$ cat src/rtl/matrix_multiply_core_macros.svh
// Assertion macros shared by the matrix multiply core modules.
// Depends on nothing; taken in by the files that carry assertions.
`ifndef MATRIX_MULTIPLY_CORE_MACROS_SVH
`define MATRIX_MULTIPLY_CORE_MACROS_SVH

// Same-cycle implication, checked on the rising clock edge outside reset.
`define MMC_ASSERT_IMP(label, clk, rst_n, ante, cons, msg) \
    label: assert property (@(posedge clk) disable iff (!rst_n) (ante) |-> (cons)) \
        else $error(msg);

// Next-cycle implication, checked on the rising clock edge outside reset.
`define MMC_ASSERT_NXT(label, clk, rst_n, ante, cons, msg) \
    label: assert property (@(posedge clk) disable iff (!rst_n) (ante) |=> (cons)) \
        else $error(msg);

`endif

$ cat src/rtl/mmc_pkg.sv
`timescale 1ns / 1ps
// Shared constants, codes and control structures of the matrix multiply core.
// Depends on nothing; used by the controller, the datapath and the top level.
package mmc_pkg;

    // Default sizing of the core.
    localparam int DEF_MAX_DIM    = 8;
    localparam int DEF_DATA_WIDTH = 16;

    // Configuration port geometry and size register behaviour.
    localparam int CFG_W      = 4;
    localparam int SIZE_RESET = 8;
    localparam int APB_ADDR_W = 4;
    localparam int APB_DATA_W = 32;
    localparam int REG_IDX_W  = 2;

    // Register indexes on the configuration port.
    localparam logic [REG_IDX_W-1:0] REG_ROWS_A    = 2'd0;
    localparam logic [REG_IDX_W-1:0] REG_INNER_LEN = 2'd1;
    localparam logic [REG_IDX_W-1:0] REG_COLS_B    = 2'd2;

    // Input transaction modes.
    localparam int MODE_W = 2;
    localparam logic [MODE_W-1:0] MODE_LOAD_A  = 2'd0;
    localparam logic [MODE_W-1:0] MODE_LOAD_B  = 2'd1;
    localparam logic [MODE_W-1:0] MODE_COMPUTE = 2'd2;

    // Commands from the controller to the datapath.
    typedef struct packed {
        logic wr_a;
        logic wr_b;
        logic rd_en;
        logic clear_acc;
        logic load_out;
        logic out_last;
    } mmc_cmd_t;

    // Status from the datapath to the controller.
    typedef struct packed {
        logic pipe_empty;
        logic out_free;
    } mmc_status_t;

endpackage

$ cat src/rtl/mmc_ram.sv
`timescale 1ns / 1ps
// Generic single write port, single read port RAM with registered read data.
// Depends on nothing.
module mmc_ram #(
    parameter int WIDTH = 16,
    parameter int DEPTH = 64
) (
    input  logic                     aclk,
    input  logic                     we,
    input  logic [$clog2(DEPTH)-1:0] waddr,
    input  logic [WIDTH-1:0]         wdata,
    input  logic                     re,
    input  logic [$clog2(DEPTH)-1:0] raddr,
    output logic [WIDTH-1:0]         rdata
);

    logic [WIDTH-1:0] mem [DEPTH];
    logic [WIDTH-1:0] rdata_reg;

    // Write port and registered read port.
    always_ff @(posedge aclk) begin
        if (we) begin
            mem[waddr] <= wdata;
        end
        if (re) begin
            rdata_reg <= mem[raddr];
        end
    end

    assign rdata = rdata_reg;

endmodule

$ cat src/rtl/mmc_datapath.sv
`timescale 1ns / 1ps
// Datapath of the matrix multiply core: element stores, multiply-accumulate
// pipeline and result register. Depends on mmc_pkg, mmc_ram and the macros.
`include "matrix_multiply_core_macros.svh"
module mmc_datapath #(
    parameter int MAX_DIM    = mmc_pkg::DEF_MAX_DIM,
    parameter int DATA_WIDTH = mmc_pkg::DEF_DATA_WIDTH
) (
    input  logic                                      aclk,
    input  logic                                      aresetn,
    input  mmc_pkg::mmc_cmd_t                         cmd,
    input  logic [$clog2(MAX_DIM)-1:0]                i_idx,
    input  logic [$clog2(MAX_DIM)-1:0]                j_idx,
    input  logic [$clog2(MAX_DIM)-1:0]                k_idx,
    input  logic [$clog2(MAX_DIM)-1:0]                s_row_pos,
    input  logic [$clog2(MAX_DIM)-1:0]                s_col_pos,
    input  logic signed [DATA_WIDTH-1:0]              s_elem_value,
    output mmc_pkg::mmc_status_t                      status,
    output logic                                      m_valid,
    input  logic                                      m_ready,
    output logic [$clog2(MAX_DIM)-1:0]                m_out_row,
    output logic [$clog2(MAX_DIM)-1:0]                m_out_col,
    output logic signed [2*DATA_WIDTH+$clog2(MAX_DIM)-1:0] m_out_value,
    output logic                                      m_last
);

    localparam int IDX_W  = $clog2(MAX_DIM);
    localparam int ADDR_W = 2 * IDX_W;
    localparam int DEPTH  = 1 << ADDR_W;
    localparam int PROD_W = 2 * DATA_WIDTH;
    localparam int ACC_W  = PROD_W + $clog2(MAX_DIM);

    logic [DATA_WIDTH-1:0]    a_rdata;
    logic [DATA_WIDTH-1:0]    b_rdata;
    logic                     v1_reg;
    logic                     v2_reg;
    logic signed [PROD_W-1:0] prod_next;
    logic signed [PROD_W-1:0] prod_reg;
    logic signed [ACC_W-1:0]  prod_ext;
    logic signed [ACC_W-1:0]  acc_next;
    logic signed [ACC_W-1:0]  acc_reg;
    logic                     out_valid_reg;
    logic [IDX_W-1:0]         out_row_reg;
    logic [IDX_W-1:0]         out_col_reg;
    logic signed [ACC_W-1:0]  out_value_reg;
    logic                     out_last_reg;

    // Element stores, addressed by row and column; A is read at (i, k), B at (k, j).
    mmc_ram #(
        .WIDTH (DATA_WIDTH),
        .DEPTH (DEPTH)
    ) u_store_a (
        .aclk  (aclk),
        .we    (cmd.wr_a),
        .waddr ({s_row_pos, s_col_pos}),
        .wdata (s_elem_value),
        .re    (cmd.rd_en),
        .raddr ({i_idx, k_idx}),
        .rdata (a_rdata)
    );

    mmc_ram #(
        .WIDTH (DATA_WIDTH),
        .DEPTH (DEPTH)
    ) u_store_b (
        .aclk  (aclk),
        .we    (cmd.wr_b),
        .waddr ({s_row_pos, s_col_pos}),
        .wdata (s_elem_value),
        .re    (cmd.rd_en),
        .raddr ({k_idx, j_idx}),
        .rdata (b_rdata)
    );

    // Multiply stage on the registered read data, then sign extension for the sum.
    assign prod_next = $signed(a_rdata) * $signed(b_rdata);
    assign prod_ext  = {{(ACC_W-PROD_W){prod_reg[PROD_W-1]}}, prod_reg};

    // Accumulate stage: cleared as the first read of an element is issued.
    always_comb begin
        acc_next = acc_reg;
        if (cmd.clear_acc) begin
            acc_next = '0;
        end else if (v2_reg) begin
            acc_next = acc_reg + prod_ext;
        end
    end

    // Valid flags that track reads through the two pipeline stages.
    always_ff @(posedge aclk) begin
        if (!aresetn) begin
            v1_reg <= 1'b0;
            v2_reg <= 1'b0;
        end else begin
            v1_reg <= cmd.rd_en;
            v2_reg <= v1_reg;
        end
    end

    always_ff @(posedge aclk) begin
        prod_reg <= prod_next;
        acc_reg  <= acc_next;
    end

    // Result register: it holds a finished element until the transaction completes.
    always_ff @(posedge aclk) begin
        if (!aresetn) begin
            out_valid_reg <= 1'b0;
        end else if (cmd.load_out) begin
            out_valid_reg <= 1'b1;
        end else if (m_ready) begin
            out_valid_reg <= 1'b0;
        end
    end

    always_ff @(posedge aclk) begin
        if (cmd.load_out) begin
            out_row_reg   <= i_idx;
            out_col_reg   <= j_idx;
            out_value_reg <= acc_reg;
            out_last_reg  <= cmd.out_last;
        end
    end

    assign status.pipe_empty = !v1_reg && !v2_reg;
    assign status.out_free   = !out_valid_reg || m_ready;

    assign m_valid     = out_valid_reg;
    assign m_out_row   = out_row_reg;
    assign m_out_col   = out_col_reg;
    assign m_out_value = out_value_reg;
    assign m_last      = out_last_reg;

    // A new element must not start while products of the previous one are in flight.
    `MMC_ASSERT_IMP(a_clear_when_empty, aclk, aresetn, cmd.clear_acc, !v1_reg && !v2_reg, "Accumulator cleared with products in flight.")
    // The result must be captured only after the last product has been summed.
    `MMC_ASSERT_IMP(a_load_when_summed, aclk, aresetn, cmd.load_out, !v1_reg && !v2_reg && !cmd.rd_en, "Result captured before its sum was complete.")
    // Loads and compute reads never share a cycle.
    `MMC_ASSERT_IMP(a_no_write_in_compute, aclk, aresetn, cmd.wr_a || cmd.wr_b, !cmd.rd_en && !v1_reg && !v2_reg, "Element store written during a compute.")

endmodule

$ cat src/rtl/mmc_ctrl.sv
`timescale 1ns / 1ps
// Controller of the matrix multiply core: input handshake, load range checks
// and the row, column and inner loop sequencing. Depends on mmc_pkg and the macros.
`include "matrix_multiply_core_macros.svh"
module mmc_ctrl #(
    parameter int MAX_DIM = mmc_pkg::DEF_MAX_DIM
) (
    input  logic                             aclk,
    input  logic                             aresetn,
    input  logic                             s_valid,
    output logic                             s_ready,
    input  logic [mmc_pkg::MODE_W-1:0]       s_mode,
    input  logic [$clog2(MAX_DIM)-1:0]       s_row_pos,
    input  logic [$clog2(MAX_DIM)-1:0]       s_col_pos,
    input  logic [$clog2(MAX_DIM+1)-1:0]     rows_a,
    input  logic [$clog2(MAX_DIM+1)-1:0]     inner_len,
    input  logic [$clog2(MAX_DIM+1)-1:0]     cols_b,
    input  mmc_pkg::mmc_status_t             status,
    output mmc_pkg::mmc_cmd_t                cmd,
    output logic [$clog2(MAX_DIM)-1:0]       i_idx,
    output logic [$clog2(MAX_DIM)-1:0]       j_idx,
    output logic [$clog2(MAX_DIM)-1:0]       k_idx
);

    localparam int IDX_W = $clog2(MAX_DIM);
    localparam int SZ_W  = $clog2(MAX_DIM + 1);

    localparam logic [1:0] ST_IDLE  = 2'd0;
    localparam logic [1:0] ST_RUN   = 2'd1;
    localparam logic [1:0] ST_DRAIN = 2'd2;

    logic [1:0]       state_reg;
    logic [1:0]       state_next;
    logic [IDX_W-1:0] i_reg;
    logic [IDX_W-1:0] i_next;
    logic [IDX_W-1:0] j_reg;
    logic [IDX_W-1:0] j_next;
    logic [IDX_W-1:0] k_reg;
    logic [IDX_W-1:0] k_next;
    logic [IDX_W-1:0] i_last;
    logic [IDX_W-1:0] j_last;
    logic [IDX_W-1:0] k_last;
    logic             a_in_range;
    logic             b_in_range;
    logic             last_elem;

    // Loop bounds; sizes are never below one.
    assign i_last = IDX_W'(rows_a - 1'b1);
    assign j_last = IDX_W'(cols_b - 1'b1);
    assign k_last = IDX_W'(inner_len - 1'b1);

    // Loads outside the sizes in use are dropped.
    assign a_in_range = (SZ_W'(s_row_pos) < rows_a) && (SZ_W'(s_col_pos) < inner_len);
    assign b_in_range = (SZ_W'(s_row_pos) < inner_len) && (SZ_W'(s_col_pos) < cols_b);
    assign last_elem  = (i_reg == i_last) && (j_reg == j_last);

    // Next state, loop counters and datapath commands.
    always_comb begin
        state_next = state_reg;
        i_next     = i_reg;
        j_next     = j_reg;
        k_next     = k_reg;
        cmd        = '0;
        case (state_reg)
            ST_IDLE: begin
                if (s_valid) begin
                    case (s_mode)
                        mmc_pkg::MODE_LOAD_A: begin
                            cmd.wr_a = a_in_range;
                        end
                        mmc_pkg::MODE_LOAD_B: begin
                            cmd.wr_b = b_in_range;
                        end
                        mmc_pkg::MODE_COMPUTE: begin
                            state_next = ST_RUN;
                            i_next     = '0;
                            j_next     = '0;
                            k_next     = '0;
                        end
                        default: begin
                        end
                    endcase
                end
            end
            ST_RUN: begin
                cmd.rd_en     = 1'b1;
                cmd.clear_acc = (k_reg == '0);
                if (k_reg == k_last) begin
                    k_next     = '0;
                    state_next = ST_DRAIN;
                end else begin
                    k_next = IDX_W'(k_reg + 1'b1);
                end
            end
            ST_DRAIN: begin
                if (status.pipe_empty && status.out_free) begin
                    cmd.load_out = 1'b1;
                    cmd.out_last = last_elem;
                    if (last_elem) begin
                        state_next = ST_IDLE;
                    end else begin
                        state_next = ST_RUN;
                        if (j_reg == j_last) begin
                            j_next = '0;
                            i_next = IDX_W'(i_reg + 1'b1);
                        end else begin
                            j_next = IDX_W'(j_reg + 1'b1);
                        end
                    end
                end
            end
            default: begin
                state_next = ST_IDLE;
            end
        endcase
    end

    always_ff @(posedge aclk) begin
        if (!aresetn) begin
            state_reg <= ST_IDLE;
            i_reg     <= '0;
            j_reg     <= '0;
            k_reg     <= '0;
        end else begin
            state_reg <= state_next;
            i_reg     <= i_next;
            j_reg     <= j_next;
            k_reg     <= k_next;
        end
    end

    assign s_ready = (state_reg == ST_IDLE);
    assign i_idx   = i_reg;
    assign j_idx   = j_reg;
    assign k_idx   = k_reg;

    // A compute transaction starts the first element at the origin.
    `MMC_ASSERT_NXT(a_compute_starts, aclk, aresetn, s_valid && s_ready && (s_mode == mmc_pkg::MODE_COMPUTE), (state_reg == ST_RUN) && (i_reg == '0) && (j_reg == '0) && (k_reg == '0), "Compute did not start at the first element.")
    // After the final element is captured the controller is idle again.
    `MMC_ASSERT_NXT(a_last_goes_idle, aclk, aresetn, cmd.load_out && cmd.out_last, state_reg == ST_IDLE, "Controller kept running after the final element.")

endmodule

$ cat src/rtl/matrix_multiply_core.sv
`timescale 1ns / 1ps
// Top level of the matrix multiply core: configuration registers on the APB-style
// port and the controller and datapath. Depends on mmc_pkg, mmc_ctrl and mmc_datapath.
//
// Computes C = A x B on signed fixed-point elements with an exact accumulator.
// Mode 0 and mode 1 transactions write one element of A or B at (row, column)
// and are ignored outside the configured sizes; mode 3 is ignored. Loads stream
// at one per clock while no compute runs. A mode 2 transaction emits all
// rows_a*cols_b elements of C in row-major order, marking the last one. For each
// element, one read per inner step is issued to the single read port of each
// element store, then the multiply and accumulate stages drain before the sum is
// moved into the result register; the move waits while that register is still full.
// The input side stays busy for the whole compute; the next transaction is taken
// as soon as the final element is in the result register. The element stores
// start undefined; a compute must only use elements that have been loaded. Size
// registers take 0 as 1 and saturate at MAX_DIM, and must be written only while
// the core is idle.
module matrix_multiply_core #(
    parameter int MAX_DIM    = mmc_pkg::DEF_MAX_DIM,
    parameter int DATA_WIDTH = mmc_pkg::DEF_DATA_WIDTH
) (
    input  logic                                           aclk,
    input  logic                                           aresetn,
    // Configuration port
    input  logic                                           psel,
    input  logic                                           penable,
    input  logic                                           pwrite,
    input  logic [mmc_pkg::APB_ADDR_W-1:0]                 paddr,
    input  logic [mmc_pkg::APB_DATA_W-1:0]                 pwdata,
    output logic [mmc_pkg::APB_DATA_W-1:0]                 prdata,
    output logic                                           pready,
    // Input channel
    input  logic                                           s_valid,
    output logic                                           s_ready,
    input  logic [mmc_pkg::MODE_W-1:0]                     s_mode,
    input  logic [$clog2(MAX_DIM)-1:0]                     s_row_pos,
    input  logic [$clog2(MAX_DIM)-1:0]                     s_col_pos,
    input  logic signed [DATA_WIDTH-1:0]                   s_elem_value,
    // Result channel
    output logic                                           m_valid,
    input  logic                                           m_ready,
    output logic [$clog2(MAX_DIM)-1:0]                     m_out_row,
    output logic [$clog2(MAX_DIM)-1:0]                     m_out_col,
    output logic signed [2*DATA_WIDTH+$clog2(MAX_DIM)-1:0] m_out_value,
    output logic                                           m_last
);

    localparam int SZ_W     = $clog2(MAX_DIM + 1);
    localparam int SIZE_RST = (mmc_pkg::SIZE_RESET > MAX_DIM) ? MAX_DIM : mmc_pkg::SIZE_RESET;

    logic [SZ_W-1:0]                 rows_a_reg;
    logic [SZ_W-1:0]                 rows_a_next;
    logic [SZ_W-1:0]                 inner_len_reg;
    logic [SZ_W-1:0]                 inner_len_next;
    logic [SZ_W-1:0]                 cols_b_reg;
    logic [SZ_W-1:0]                 cols_b_next;
    logic [mmc_pkg::CFG_W-1:0]       wr_size;
    logic [SZ_W-1:0]                 wr_clamped;
    logic [mmc_pkg::REG_IDX_W-1:0]   reg_idx;
    logic                            cfg_write;
    mmc_pkg::mmc_cmd_t               cmd;
    mmc_pkg::mmc_status_t            status;
    logic [$clog2(MAX_DIM)-1:0]      i_idx;
    logic [$clog2(MAX_DIM)-1:0]      j_idx;
    logic [$clog2(MAX_DIM)-1:0]      k_idx;

    // Register decode; the port never waits.
    assign pready    = 1'b1;
    assign reg_idx   = paddr[mmc_pkg::APB_ADDR_W-1:2];
    assign cfg_write = psel && penable && pwrite;
    assign wr_size   = pwdata[mmc_pkg::CFG_W-1:0];

    // A written size of zero becomes one, and values above MAX_DIM saturate.
    always_comb begin
        if (wr_size == '0) begin
            wr_clamped = SZ_W'(1);
        end else if (int'(wr_size) > MAX_DIM) begin
            wr_clamped = SZ_W'(MAX_DIM);
        end else begin
            wr_clamped = SZ_W'(wr_size);
        end
    end

    always_comb begin
        rows_a_next    = rows_a_reg;
        inner_len_next = inner_len_reg;
        cols_b_next    = cols_b_reg;
        if (cfg_write) begin
            case (reg_idx)
                mmc_pkg::REG_ROWS_A:    rows_a_next    = wr_clamped;
                mmc_pkg::REG_INNER_LEN: inner_len_next = wr_clamped;
                mmc_pkg::REG_COLS_B:    cols_b_next    = wr_clamped;
                default: begin
                end
            endcase
        end
    end

    always_ff @(posedge aclk) begin
        if (!aresetn) begin
            rows_a_reg    <= SZ_W'(SIZE_RST);
            inner_len_reg <= SZ_W'(SIZE_RST);
            cols_b_reg    <= SZ_W'(SIZE_RST);
        end else begin
            rows_a_reg    <= rows_a_next;
            inner_len_reg <= inner_len_next;
            cols_b_reg    <= cols_b_next;
        end
    end

    // Read-back of the size registers.
    always_comb begin
        case (reg_idx)
            mmc_pkg::REG_ROWS_A:    prdata = mmc_pkg::APB_DATA_W'(rows_a_reg);
            mmc_pkg::REG_INNER_LEN: prdata = mmc_pkg::APB_DATA_W'(inner_len_reg);
            mmc_pkg::REG_COLS_B:    prdata = mmc_pkg::APB_DATA_W'(cols_b_reg);
            default:                prdata = '0;
        endcase
    end

    // Sequencing of loads and of the compute loops.
    mmc_ctrl #(
        .MAX_DIM (MAX_DIM)
    ) u_ctrl (
        .aclk      (aclk),
        .aresetn   (aresetn),
        .s_valid   (s_valid),
        .s_ready   (s_ready),
        .s_mode    (s_mode),
        .s_row_pos (s_row_pos),
        .s_col_pos (s_col_pos),
        .rows_a    (rows_a_reg),
        .inner_len (inner_len_reg),
        .cols_b    (cols_b_reg),
        .status    (status),
        .cmd       (cmd),
        .i_idx     (i_idx),
        .j_idx     (j_idx),
        .k_idx     (k_idx)
    );

    // Element stores, multiply-accumulate pipeline and result register.
    mmc_datapath #(
        .MAX_DIM    (MAX_DIM),
        .DATA_WIDTH (DATA_WIDTH)
    ) u_datapath (
        .aclk         (aclk),
        .aresetn      (aresetn),
        .cmd          (cmd),
        .i_idx        (i_idx),
        .j_idx        (j_idx),
        .k_idx        (k_idx),
        .s_row_pos    (s_row_pos),
        .s_col_pos    (s_col_pos),
        .s_elem_value (s_elem_value),
        .status       (status),
        .m_valid      (m_valid),
        .m_ready      (m_ready),
        .m_out_row    (m_out_row),
        .m_out_col    (m_out_col),
        .m_out_value  (m_out_value),
        .m_last       (m_last)
    );

endmodule

$ cat config.mk
export PLATFORM = sky130hd
export DESIGN_NAME = matrix_multiply_core
export DESIGN_NICKNAME = d
export VERILOG_FILES = /design/src/rtl/mmc_pkg.sv /design/src/rtl/mmc_ram.sv /design/src/rtl/mmc_datapath.sv /design/src/rtl/mmc_ctrl.sv /design/src/rtl/matrix_multiply_core.sv
export VERILOG_INCLUDE_DIRS = /design/src /design/src/rtl
export SDC_FILE = /design/constraint.sdc
export NUM_CORES = 2
export LEC_CHECK = 0
export BUFFER_PORTS_ARGS = -buffer_cell sky130_fd_sc_hd__buf_2
export CORE_MARGIN = 5
export CORE_UTILIZATION = 42
export DETAILED_ROUTE_END_ITERATION = 8
export GPL_ROUTABILITY_DRIVEN = 0
export PLACE_DENSITY = 0.57
export SLEW_MARGIN = 20
export SYNTH_ARGS = -nofsm -noshare
export SYNTH_HDL_FRONTEND = slang
export SYNTH_SLANG_ARGS = --single-unit
$ cat constraint.sdc
create_clock -name aclk -period 7.2 [get_ports aclk]
set_clock_uncertainty 0.2 [all_clocks]
set_input_delay 0.36 -clock aclk [delete_from_list [all_inputs] [get_ports aclk]]
set_output_delay 0.36 -clock aclk [all_outputs]
set_load 0.005 [all_outputs]
==> flow_summary_export.csv <==
group,metric,value,unit
worst_setup_path,end_kind,"flop",
finish,largestRegisters,"u_datapath.u_store_a.mem x1024, u_datapath.u_store_b.mem x1024",
clock_tree,cts_buffers,221,
clock_tree,cts-root-buf,"clkbuf_16",
logic_synthesis,ys_warn_count,0,
worst_setup_path,r2r_cells,18,
drt,drc,0,
timing,period_share,93.38,%
finish,final_util,47.45,%
floorplan,coreArea,226800,um2
min_path,holdCritPathClass,"input pin to flop",
floorplan,ioPinCount,144,
timing,tns,0,ns
global_route,grt_max_degree,113,
worst_setup_path,rrSetupSlack,0.48,ns
power,pwr-share-clk,35.0,%
logic_synthesis,synth_area,95430,um2
power,power.leakage,35.22,nW
placement,dp.cells,7882,
worst_setup_path,cp_num_buf_inv,3,
worst_setup_path,required,7.70,ns
worst_setup_path,cp_common_cell,"fa_1",
timing,final-max-slew-violation-count,0,
timing,fmax,148.7,MHz
finish,drive_gt1_share,24.10,%
logic_synthesis,async_flop_share,0,%
power,power.switching,8.582,mW
finish,final_cells,8340,
logic_synthesis,yosys.cell_types.count,70,
worst_setup_path,cp_max_fo,16,
clock_tree,cts_tree,"built",
finish,final_nets,5591,
clock_tree,cts_setup_buffers,0,
worst_setup_path,max_stage_delay,0.76,ns
drt,drt_iter0_drc,4006,
drt,finalWirelength,228800,um
power,powerDensity,297.9,nW/um2
logic_synthesis,synth_edf_count,2122,
logic_synthesis,synth_top_area_share,66.77,%
timing,worstMarginPinSlew,1.149,ns
worst_setup_path,crit_family,"adder cells",
timing,hold_viol,0,
timing,whs,0.1233,ns
clock_tree,cts.sink_count,2215,
logic_synthesis,synth_seq_area_share,68.72,%
drt,routedWlPerCell,27.44,um
logic_synthesis,avgSynthCellArea,19.80,um2
worst_setup_path,r2r_end,"u_datapath.prod_reg[31]",
logic_synthesis,yosys.area.top_type,"edfxtp_1",
clock_tree,insertion_delay,0.86,ns
timing,finalSetupViolCount,0,
logic_synthesis,ys_top_cells_by_area,"edfxtp_1, mux4_2, fa_1, dfxtp_1, ha_1",
power,internal_power,23.49,mW
min_path,holdPathStages,5,
worst_setup_path,worstSetupPathType,"flop to flop",
global_route,grt_pass1_vias,47240,
timing,max_slew_margin,23.41,%
drt,via_per_inst,5.485,
power,peakVddDrop,0.2829,mV
worst_setup_path,r2r-start,"u_datapath.u_store_b.rdata[4]",
min_path,hold_end,"u_ctrl.i_idx[2]",
run,maxCapViolCount,0,
power,p_sw_share,26.76,%
finish,fillers,18830,
finish,final_cell_mix,"edfxtp_1, mux4_2, inv_1, fa_1, clkbuf_16",
worst_setup_path,cpMaxStageDelayCell,"edfxtp_1",
floorplan,die_w,486.7,um
global_route,grtUsageTotal,19.42,%
clock_tree,htreeDepth,4,
finish,area_delta_synth_final,12.80,%
global_route,grt_pass1_wl,335700,um
clock_tree,clockBufferDepth,3,
floorplan,num_rows,175,
power,p_comb_share,19.7,%
timing,rsz0062_at_grt,"no",
drt,drt_first_pass_iters,5,
power,power.sequential.fraction,45.3,%
drt,ant_nets,0,
floorplan,die_y,486.7,um
drt,num_vias,45750,
logic_synthesis,synth_cells,4820,
floorplan,dieArea,236800,um2
worst_setup_path,critPathArrivalTime,7.22,ns
worst_setup_path,path_cells,"nand2_1 -> fa_1 -> inv_1 -> fa_1 -> fa_1 -> fa_1 -> fa_1 -> inv_1 -> fa_1 -> inv_1 -> ha_1 -> a21oi_1 -> o21ai_0 -> a221o_1 -> a2111oi_2 -> o21bai_1 -> a21oi_1 -> xnor2_1",
timing,min_period,6.724,ns
min_path,worstHoldStart,"s_mode[0]",
global_route,grt-ovfl-total,0,
finish,final_common_cell,"edfxtp_1",
clock_tree,clk_pin_slew,0.06,ns
logic_synthesis,ys_ff_latch,2215,
logic_synthesis,ys.flop_type,"edfxtp_1",
floorplan,start_util,42.07,%
worst_setup_path,critPathLaunchType,"flop",
status,status,"finished clean",
placement,io_buffers,84,
global_route,antenna_found_initial,12,
placement,dp_hpwl,139400,um
## cells in the mapped netlist, types with 44 or more instances
master / number
clkbuf_1: 121
fa_1: 263
o21ai_0: 45
nand2_1: 188
dfxtp_1: 93
mux4_2: 672
a21oi_1: 52
and2_1: 129
ha_1: 131
xnor2_1: 44
nor2_1: 216
inv_1: 318
edfxtp_1: 2122
buf_2: 48
## layout make-up
| type | count | area [um2] | share of cell area (%) |
|---|---|---|---|
| clock buffers | 281 | 5837 | 5.422 |
| diodes | 4 | 10.01 | 0.009299 |
| multi-input cells | 2070 | 27650 | 25.69 |
| flip-flops and latches | 2215 | 65610 | 60.95 |
| repair buffers | 303 | 2315 | 2.150 |
| clock inverters | 139 | 1257 | 1.168 |
| well taps | 3009 | 3765 | 3.498 |
| inverters | 319 | 1200 | 1.115 |
## kinds of logic after synthesis
logic type               share of synthesized area [%]
buffers and inverters                            2.447
other                                         0.007870
AO/OA/AOI/OAI                                    1.365
AND/OR/NAND/NOR                                  3.300
multiplexers                                     16.28
flip-flops                                       68.72
adder cells (fa/ha/maj)                          7.235
XOR/XNOR                                        0.6425
## worst max path at each step
stage / start / to / slack (ns) / cells past startpoint
final: u_datapath.u_store_b.rdata[4] / u_datapath.prod_reg[31] / 0.48 / 18
after global routing: u_datapath.u_store_b.rdata[4] / u_datapath.prod_reg[31] / 0.13 / 18
after CTS: u_datapath.u_store_b.rdata[4] / u_datapath.prod_reg[31] / 0.46 / 18
after detailed placement: u_datapath.u_store_b.rdata[4] / u_datapath.prod_reg[31] / 0.50 / 18
after global placement: u_datapath.u_store_b.rdata[4] / u_datapath.prod_reg[31] / 0.49 / 18
after floorplan: u_datapath.u_store_a.rdata[15] / u_datapath.prod_reg[31] / 1.03 / 19
## power by group through the flow
stage	Combinational, mW	Clock (mW)	Sequential, mW
global route	7.22	12.0	14.5
global placement	6.27	0	14.8
detailed placement	6.36	0	14.8
floorplan	4.88	0	14.7
CTS	6.41	11.5	14.5
finish	6.33	11.2	14.5
## per-layer routing
metal	up-vias	routed length, um	GRT usage [%]
li1	19510	-	-
met1	24720	101800	28.69
met2	1231	108400	30.48
met3	289	12620	2.786
met4	0	6006	5.405
met5	-	0	0
## through the flow
step / setup slack (ns) / power [mW] / area, um2
floorplan: 1.028 / 19.60 / 95530
global placement: 0.4889 / 21.05 / 100200
detailed placement: 0.4973 / 21.14 / 100200
CTS: 0.4612 / 32.41 / 107600
global route: 0.1324 / 33.76 / 107600
finish: 0.4763 / 32.07 / 107600
## worst reg2reg max path, cell delays in order, from the launching register on
cell and delay (ns):
edfxtp_1 0.76, nand2_1 0.27, fa_1 0.60, inv_1 0.07
fa_1 0.74, fa_1 0.52, fa_1 0.51, fa_1 0.49
inv_1 0.05, fa_1 0.47, inv_1 0.04, ha_1 0.31
a21oi_1 0.19, o21ai_0 0.16, a221o_1 0.46, a2111oi_2 0.37
o21bai_1 0.12, a21oi_1 0.18, xnor2_1 0.07
## repair_timing
| action | in CTS | in global routing |
|---|---|---|
| gates resized for setup | 0 | 0 |
| hold buffers | 34 | 0 |
| hold endpoints to repair | 841 | 0 |
Note: power is estimated with default switching activity, not from simulation.
